[config.mk]
export PLATFORM = sky130hd
export DESIGN_NAME = sbpa_ctrl
export DESIGN_NICKNAME = d
export VERILOG_FILES = /design/src/sbpa_pkg.sv /design/src/sbpa_ctrl.sv
export SDC_FILE = /design/constraint.sdc
export NUM_CORES = 1
export LEC_CHECK = 0
export ABC_CLOCK_PERIOD_IN_PS = 2900
export BUFFER_PORTS_ARGS = -buffer_cell sky130_fd_sc_hd__buf_2
export CORE_AREA = 8 8 45 47
export DETAILED_ROUTE_END_ITERATION = 7
export DIE_AREA = 0 0 53 55
export GPL_ROUTABILITY_DRIVEN = 0
export HOLD_SLACK_MARGIN = 0.03
export PLACE_DENSITY = 0.32
export SLEW_MARGIN = 20
export SYNTH_ARGS = -nofsm -noshare
export SYNTH_HDL_FRONTEND = slang
export SYNTH_SLANG_ARGS = --single-unit
[constraint.sdc]
create_clock -name aclk -period 2.9 [get_ports aclk]
set_input_delay 0.58 -clock aclk [delete_from_list [all_inputs] [get_ports aclk]]
set_output_delay 0.58 -clock aclk [all_outputs]
set_load 0.05 [all_outputs]
[src/sbpa_pkg.sv]
// ----------------------------------------------------------------------------
// sbpa_pkg
// shared types, codes and field widths of the block pool allocator
// ----------------------------------------------------------------------------
package sbpa_pkg;

    // number of pools and fixed field widths
    localparam int POOL_N      = 4;
    localparam int POOL_W      = 2;
    localparam int SIZE_W      = 24;
    localparam int COUNT_W     = 11;
    localparam int BLOCK_W     = 10;
    localparam int ACTION_W    = 2;
    localparam int STATUS_W    = 2;
    localparam int CFG_INDEX_W = 4;

    // stream widths, padded to whole bytes
    localparam int S_TDATA_W = 40;
    localparam int M_TDATA_W = 64;

    // register map
    localparam logic [CFG_INDEX_W-1:0] REG_SIZE_BASE  = 4'd0;
    localparam logic [CFG_INDEX_W-1:0] REG_COUNT_BASE = 4'd4;
    localparam logic [CFG_INDEX_W-1:0] REG_LIMIT      = 4'd8;

    typedef enum logic [ACTION_W-1:0] {
        ACT_INIT    = 2'd0,
        ACT_ALLOC   = 2'd1,
        ACT_RELEASE = 2'd2
    } action_t;

    typedef enum logic [STATUS_W-1:0] {
        STAT_OK          = 2'd0,
        STAT_NO_FIT      = 2'd1,
        STAT_BAD_RELEASE = 2'd2
    } status_t;

    typedef enum logic [1:0] {
        ST_IDLE,
        ST_EXEC,
        ST_FINISH
    } state_t;

    // commands from the controller to the datapath
    typedef struct packed {
        logic capture;   // latch the input transaction
        logic execute;   // update lists and read the ring
        logic deliver;   // load the output register
    } cmd_t;

endpackage

[src/sbpa_ctrl.sv]
// ----------------------------------------------------------------------------
// sbpa_ctrl
// sequencer for capture, execute and result delivery
// ----------------------------------------------------------------------------
module sbpa_ctrl (
    input  logic          aclk,
    input  logic          aresetn,
    input  logic          s_tvalid,
    output logic          s_tready,
    output logic          m_tvalid,
    input  logic          m_tready,
    output logic          cfg_ready,
    output sbpa_pkg::cmd_t cmd
);

    sbpa_pkg::state_t state_reg, state_next;
    logic             m_valid_reg, m_valid_next;
    logic             out_free;

    assign out_free = !m_valid_reg || m_tready;

    always_ff @(posedge aclk) begin
        if (!aresetn) begin
            state_reg   <= sbpa_pkg::ST_IDLE;
            m_valid_reg <= 1'b0;
        end else begin
            state_reg   <= state_next;
            m_valid_reg <= m_valid_next;
        end
    end

    // next state
    always_comb begin
        state_next = state_reg;
        unique case (state_reg)
            sbpa_pkg::ST_IDLE: begin
                if (s_tvalid) begin
                    state_next = sbpa_pkg::ST_EXEC;
                end
            end
            sbpa_pkg::ST_EXEC: begin
                state_next = sbpa_pkg::ST_FINISH;
            end
            sbpa_pkg::ST_FINISH: begin
                if (out_free) begin
                    state_next = s_tvalid ? sbpa_pkg::ST_EXEC : sbpa_pkg::ST_IDLE;
                end
            end
            default: state_next = sbpa_pkg::ST_IDLE;
        endcase
    end

    // outputs
    always_comb begin
        s_tready    = 1'b0;
        cfg_ready   = 1'b0;
        cmd         = '0;
        unique case (state_reg)
            sbpa_pkg::ST_IDLE: begin
                s_tready    = 1'b1;
                cmd.capture = s_tvalid;
                // register writes only with nothing in flight and no new input
                cfg_ready   = !m_valid_reg && !s_tvalid;
            end
            sbpa_pkg::ST_EXEC: begin
                cmd.execute = 1'b1;
            end
            sbpa_pkg::ST_FINISH: begin
                s_tready    = out_free;
                cmd.deliver = out_free;
                cmd.capture = out_free && s_tvalid;
            end
            default: begin
                s_tready = 1'b0;
            end
        endcase
    end

    always_comb begin
        if (cmd.deliver) begin
            m_valid_next = 1'b1;
        end else if (m_tready) begin
            m_valid_next = 1'b0;
        end else begin
            m_valid_next = m_valid_reg;
        end
    end

    assign m_tvalid = m_valid_reg;

endmodule

* Word level (Yosys, flattened, before mapping)
Cells that the tools add are included.
** Word-level totals
- Register bits :: 3
- Input port bits :: 4
- Output and inout port bits :: 6
** Operators by class
- Eq/ne operators :: 4
- Mux-type cells :: 11
- Reduce and logical (&&, ||, !) cells :: 8
** Operators with widths (number)
- two-way mux 1 bit :: 6
- one-hot mux 2 bit (3 select lines) :: 1
- two-way mux 2 bit :: 2
- inequality test 2 bit (second input constant) :: 2
- one-hot mux 1 bit (2 select lines) :: 2
- == test 2 x 1 -> 1 bit (second input constant) :: 1
- == test 2 bit (second input constant) :: 1
- logical AND 1 bit :: 2
- zero test 1 bit :: 2
- zero test 2 bit :: 1
- AND reduction 2 bit :: 1
- nonzero test 2 bit :: 1
- logical OR 1 bit :: 1

* Depth between registers and ports, before layout
Gate-level depths: netlist of the first run.
- Word-level depth :: 4
- Mapped depth :: 3
- Mapped depth without buffers :: 2

* Worst setup path after synthesis of the first run
OpenSTA, ideal clock, no wires.
- Kind :: register to output
- From :: register m_valid_reg (netlist: m_tvalid)
- To :: output port cfg_ready
- Arrival time :: 2.042 ns
- Data required time :: 2.320 ns
- Setup slack :: 0.278 ns
- Cell stages (with the launch flop) :: 2
- Path through :: dfxtp_1 > nor4_1
** On the way
- Word-level cells in the longest chain between the ends :: 3
** Ends and longest elaborated chain
- start, declared :: line sbpa_ctrl.sv:17 : logic m_valid_reg, m_valid_next;
- start signal, assigned :: line sbpa_ctrl.sv:28 : m_valid_reg <= m_valid_next;
- zero test 1 bit :: line sbpa_ctrl.sv:63 : cfg_ready = !m_valid_reg && !s_tvalid;
- logical AND 1 bit :: line sbpa_ctrl.sv:63
- two-way mux 1 bit :: line sbpa_ctrl.sv:58 : unique case (state_reg)
- end, declared :: line sbpa_ctrl.sv:12 : output logic cfg_ready,
No other way between the ends.

==> results of run 1 <==
-- cells by family after synthesis --
family | count (synthesis) | synth area share [%]
simple gates | 7 | 31.6
compound gates | 5 | 21.0
flops | 3 | 36.1
buf+inv | 3 | 11.3
-- critical path: stages --
cell,delay (ns)
buf_2,0.09
nor2b_2,0.06
a211oi_1,0.24
buf_2,0.30
-- where the power goes --
group          switching [mW]  leakage (nW)  internal, mW
clock                  0.0210        0.0150        0.0515
sequential            0.00258        0.0246        0.0433
combinational          0.0226        0.0752       0.00840
total                  0.0462         0.115         0.103
-- layout make-up --
| type | count | area, um^2 | share of cell area, % |
|---|---|---|---|
| clock buffers | 4 | 26.3 | 10.8 |
| inverters | 1 | 3.75 | 1.55 |
| multi-input cells | 12 | 87.6 | 36.1 |
| flip-flops and latches | 3 | 60.1 | 24.7 |
| well taps | 16 | 20.0 | 8.25 |
| repair buffers | 9 | 45.0 | 18.6 |
-- routing by layer --
layer  share of wire, %  vias to the layer above  wire length (um)
met1                 40                       64               168
met5                  0                        -                 0
met3                 19                        0                77
met2                 41                        7               169
li1                   -                       85                 -
met4                  0                        0                 0
-- metrics by stage --
| step | hold slack [ns] | instance area (um^2) |
|---|---|---|
| finish | 0.537 | 243 |
| global route | 0.583 | 243 |
| CTS | 0.535 | 243 |
| detailed placement | 0.524 | 216 |
| global placement | 0.545 | 216 |
| floorplan | 0.478 | 166 |
-- layout by cell type (no fill, tap or decap), drive strengths merged --
master	count
a211oi	2
a21oi	1
and4bb	1
buf	9
clkbuf	4
dfxtp	3
inv	1
nand2	1
nor2b	4
nor4	1
o21a	2
-- worst min-delay path by stage --
stage,to,from,depth (start not counted)
after floorplan,state_reg[0],state_reg[0],1
after global placement,state_reg[0],state_reg[0],1
after detailed placement,state_reg[0],state_reg[0],1
after CTS,state_reg[0],state_reg[0],1
after global routing,state_reg[1],aresetn,2
final,state_reg[0],state_reg[0],1
==> metrics.cfg, run 1 <==
[sta]
drv_slew = 0
setup_ws_ns = 1.05
fin_worst_skew_ns = 0.000586
setup_viol = 0
rsz0062_at_grt = false
fin_setup_tns_ns = 0
hold_viol = 0
worst_slew_pin_slew_ns = 0.253
fin_crit_sh_pct = 63.7
relSlewSlack_pct = 83.3
max_freq_mhz = 542
period_minus_slack_ns = 1.85

[global_route]
busiest_layer = met2
grt_pass1_vias = 162
grt_util_met2_pct = 4.49
grt_use_met3_pct = 2.94
use_met1_pct = 3.19
grt_overflow = 0
track_usage_pct = 3.50
grt_pass1_wl_um = 683
grt_max_degree = 8
antenna_found_initial = 0

[clock_tree]
cts_resized = 0
cts.reportedPaths.clkPinSlew_ns = 0.04
cts_setup_buffers = 0
clk_latency_ns = 0.23
tritoncts = built
cts_max_level = 1
numClockSinks = 3
cts_buffer_depth = 2
root_buffer = clkbuf_4
cts_inserted_buffers = 3
cts_hold_buf = 0

[final_layout]
antennaDiodeCount = 0
finalNonFillerCells = 45
layout-drive-gt1-share_pct = 48.3
final_nets = 34
finalCoreUtilization_pct = 17.5
largest_register_ffs = 2
area_delta_synth_final_pct = 45.9
fillers = 161

[worst_setup_path]
critPathCapture = cmd[2]
cp.required_ns = 2.32
worst-setup-path-type = input pin to output port
critPathLaunch = m_tready
r2r_start = state_reg[0]
endpoint_kind = output port
r2r-end = state_reg[1]
critPathLaunchType = input pin
worstRegToRegCells = 2
regToRegSetupSlack_ns = 2.00
cp_data_arrival_time_ns = 1.27
crit_fanout = 5

[synthesis]
avgSynthCellArea_um2 = 9.25
synth-edff-count = 0
syn-num-nets = 22
syn_inst = 18
yosys.area.top_type = dfxtp_1
synth_top_flop_cell = dfxtp_1
seq_area_frac_synth_pct = 36.1
ys_types = 11
yosysMostFrequentCell = dfxtp_1
syn_area_um2 = 166
yosys_warnings = 0
synthArstFlopShare_pct = 0
synth_area_leaders = dfxtp_1, nor2b_2, a211oi_1
netlist.area_leader.share_pct = 36.1
ys_ff_latch = 3

[floorplanning]
coreArea_mm2 = 0.00138
die_x_um = 53
row_count = 14
die_h_um = 55
die_area_mm2 = 0.00292
pin_count = 10
start_util_pct = 12.0

[route]
wirelength_um = 415
num_vias = 156
postRouteAntennaNets = 0
drt_drc_violations_left = 0
detail_route.wl_per_cell_um = 9.22
viasPerCell = 3.47
dr.pass1.iters = 2
first_iter_violations = 1

[worst_hold_path]
holdCritPathClass = register to register

[power]
irDropWorstVdd_v = 0.000126
power.density_mw_per_mm2 = 616
p_total_mw = 0.149
p_leak_nw = 0.115

[placement]
place_inst = 41
dp_slack_ns = 1.04
port_buffers = 9

[run_status]
status = completed

[job]
drv_cap = 0

(Power assumes the default switching activity.)
==> run 2: changes to the inputs <==
--- a/config.mk
+++ b/config.mk
@@ -5,7 +5,7 @@
 export SDC_FILE = /design/constraint.sdc
 export NUM_CORES = 1
 export LEC_CHECK = 0
-export ABC_CLOCK_PERIOD_IN_PS = 2900
+export ABC_CLOCK_PERIOD_IN_PS = 1700
 export BUFFER_PORTS_ARGS = -buffer_cell sky130_fd_sc_hd__buf_2
 export CORE_AREA = 8 8 45 47
 export DETAILED_ROUTE_END_ITERATION = 7
==> constraint.sdc (replaced) <==
create_clock -name aclk -period 1.7 [get_ports aclk]
set_input_delay 0.34 -clock aclk [delete_from_list [all_inputs] [get_ports aclk]]
set_output_delay 0.34 -clock aclk [all_outputs]
set_load 0.05 [all_outputs]
==> metrics.cfg, run 2 (same netlist as run 1, synthesis figures left out) <==
[final_layout]
mostFrequentLayoutCell = buf_2
final_nets = 34  ; unchanged
finalCoreUtilization_pct = 19.3  ; +1.7 points
largest_register_ffs = 2  ; unchanged
area_delta_synth_final_pct = 60.2
layout_common_cells = buf_2, clkbuf_4
antennaDiodeCount = 0  ; unchanged
layout-drive-gt1-share_pct = 62.1  ; +14 points
stdcell_area_um2 = 267  ; +9.8%
fillers = 168  ; +4.3%

[floorplanning]
coreArea_mm2 = 0.00138  ; unchanged
die_area_mm2 = 0.00292  ; unchanged
die_h_um = 55  ; unchanged
row_count = 14  ; unchanged
start_util_pct = 12.0  ; unchanged
die_x_um = 53  ; unchanged
pin_count = 10  ; unchanged

[worst_setup_path]
cp.required_ns = 1.36  ; -0.96 ns
r2r_start = state_reg[0]
max_stage_delay_ns = 0.33  ; +0.03 ns
critPathLaunchType = register
path_cells = nor2b_2 -> a211oi_4 -> buf_2
worst-setup-path-type = register to output port
cp_data_arrival_time_ns = 1.28  ; about the same
endpoint_kind = output port
critPathLaunch = m_tvalid
slowest_stage = dfxtp_1
crit_fanout = 5  ; unchanged

[route]
wirelength_um = 462  ; +11%
drt_drc_violations_left = 0  ; unchanged
num_vias = 159  ; +1.9%
postRouteAntennaNets = 0  ; unchanged
detail_route.wl_per_cell_um = 10.3  ; +11%
dr.pass1.iters = 1  ; -1
first_iter_violations = 0  ; -1
viasPerCell = 3.53  ; +1.9%

[job]
drv_cap = 0  ; unchanged

[sta]
rsz0062_at_grt = false
period_minus_slack_ns = 1.62
setup_viol = 0  ; unchanged
worst_slew_pin_slew_ns = 0.314  ; +0.0610 ns
drv_slew = 0  ; unchanged
hold_viol = 0  ; unchanged
relSlewSlack_pct = 79.0  ; -4.2 points
fin_worst_skew_ns = 0.000634  ; +0.0000479 ns
fin_crit_sh_pct = 95.2
max_freq_mhz = 618

[clock_tree]
cts_buffer_depth = 2  ; unchanged
clk_latency_ns = 0.23  ; about the same
cts.reportedPaths.clkPinSlew_ns = 0.04  ; about the same
numClockSinks = 3  ; unchanged
root_buffer = clkbuf_4
tritoncts = built
cts_inserted_buffers = 3  ; unchanged
cts_setup_buffers = 0  ; unchanged
cts_max_level = 1  ; unchanged

[power]
p_total_mw = 0.261  ; +75%
p_leak_nw = 0.119  ; +3.7%
irDropWorstVdd_v = 0.000245  ; +94%
power.density_mw_per_mm2 = 980  ; +59%

[worst_hold_path]
holdCritPathClass = input pin to register
min-delay-start = aresetn

[global_route]
antenna_found_initial = 0  ; unchanged
grt_overflow = 0  ; unchanged
grt_max_degree = 8  ; unchanged
grt_pass1_wl_um = 655  ; -4.1%
grt_pass1_vias = 173  ; +6.8%
track_usage_pct = 3.39  ; -0.11 points

[placement]
port_buffers = 9  ; unchanged
dpl-instance-area_um2 = 239  ; +10%

[run_status]
status = completed

## run 2: cell counts in the layout (fill, tap and decap cells not counted)
No cell type changed its count.
## run 2: final timing paths
kind / to / slack, ns / cells after the start
setup reg to reg: state_reg[1] / 0.71 / 2
setup / recovery: cmd[2] / 0.08 / 3
hold / removal: state_reg[1] / 0.35 / 2
hold reg to reg: state_reg[0] / 0.57 / 1
## run 2: layout make-up
cell class	count	area, um^2	share of cell area [%]
well taps	16	20.0	7.51
flip-flops and latches	3	61.3	23.0
repair buffers	9	45.0	16.9
clock buffers	4	26.3	9.86
inverters	1	3.75	1.41
multi-input cells	12	110	41.3
## run 2: per-stage QoR
step                setup TNS, ns  cells  hold slack (ns)  setup WS [ns]
floorplan                  -0.109     18            0.457         -0.109
global placement                0     41            0.593          0.238
detailed placement              0     41            0.590          0.253
CTS                             0     45            0.344        0.00121
global route                    0     45            0.369         0.0231
finish                          0     45            0.351         0.0813
## run 2: repair_timing
action | in CTS | in global routing
endpoints found under the hold margin | 0 | 0
endpoints found under the setup margin | 0 | 1
hold buffers | 0 | 0
resized for setup | 0 | 1
## run 2: critical path, delay by kind of cell (launching register included)
kind / cells / cell delay [ns]
AO/OA/AOI/OAI: 1 / 0.22
buffers and inverters: 1 / 0.29
flip-flops: 1 / 0.33
AND/OR/NAND/NOR: 1 / 0.21
## run 2: where the power goes
part | total (mW) | leakage [nW] | switching [mW] | internal, mW
combinational | 0.0565 | 0.0790 | 0.0396 | 0.0169
clock | 0.124 | 0.0150 | 0.0358 | 0.0879
sequential | 0.0809 | 0.0250 | 0.00675 | 0.0742
total | 0.261 | 0.119 | 0.0821 | 0.179
## run 2: per-layer routing
layer	share of wire (%)	up-vias	GRT usage, %
met5	0	-	0
met4	0	0	5.17
met3	13	0	1.87
met2	48	6	5.27
met1	39	71	2.44
li1	-	82	-
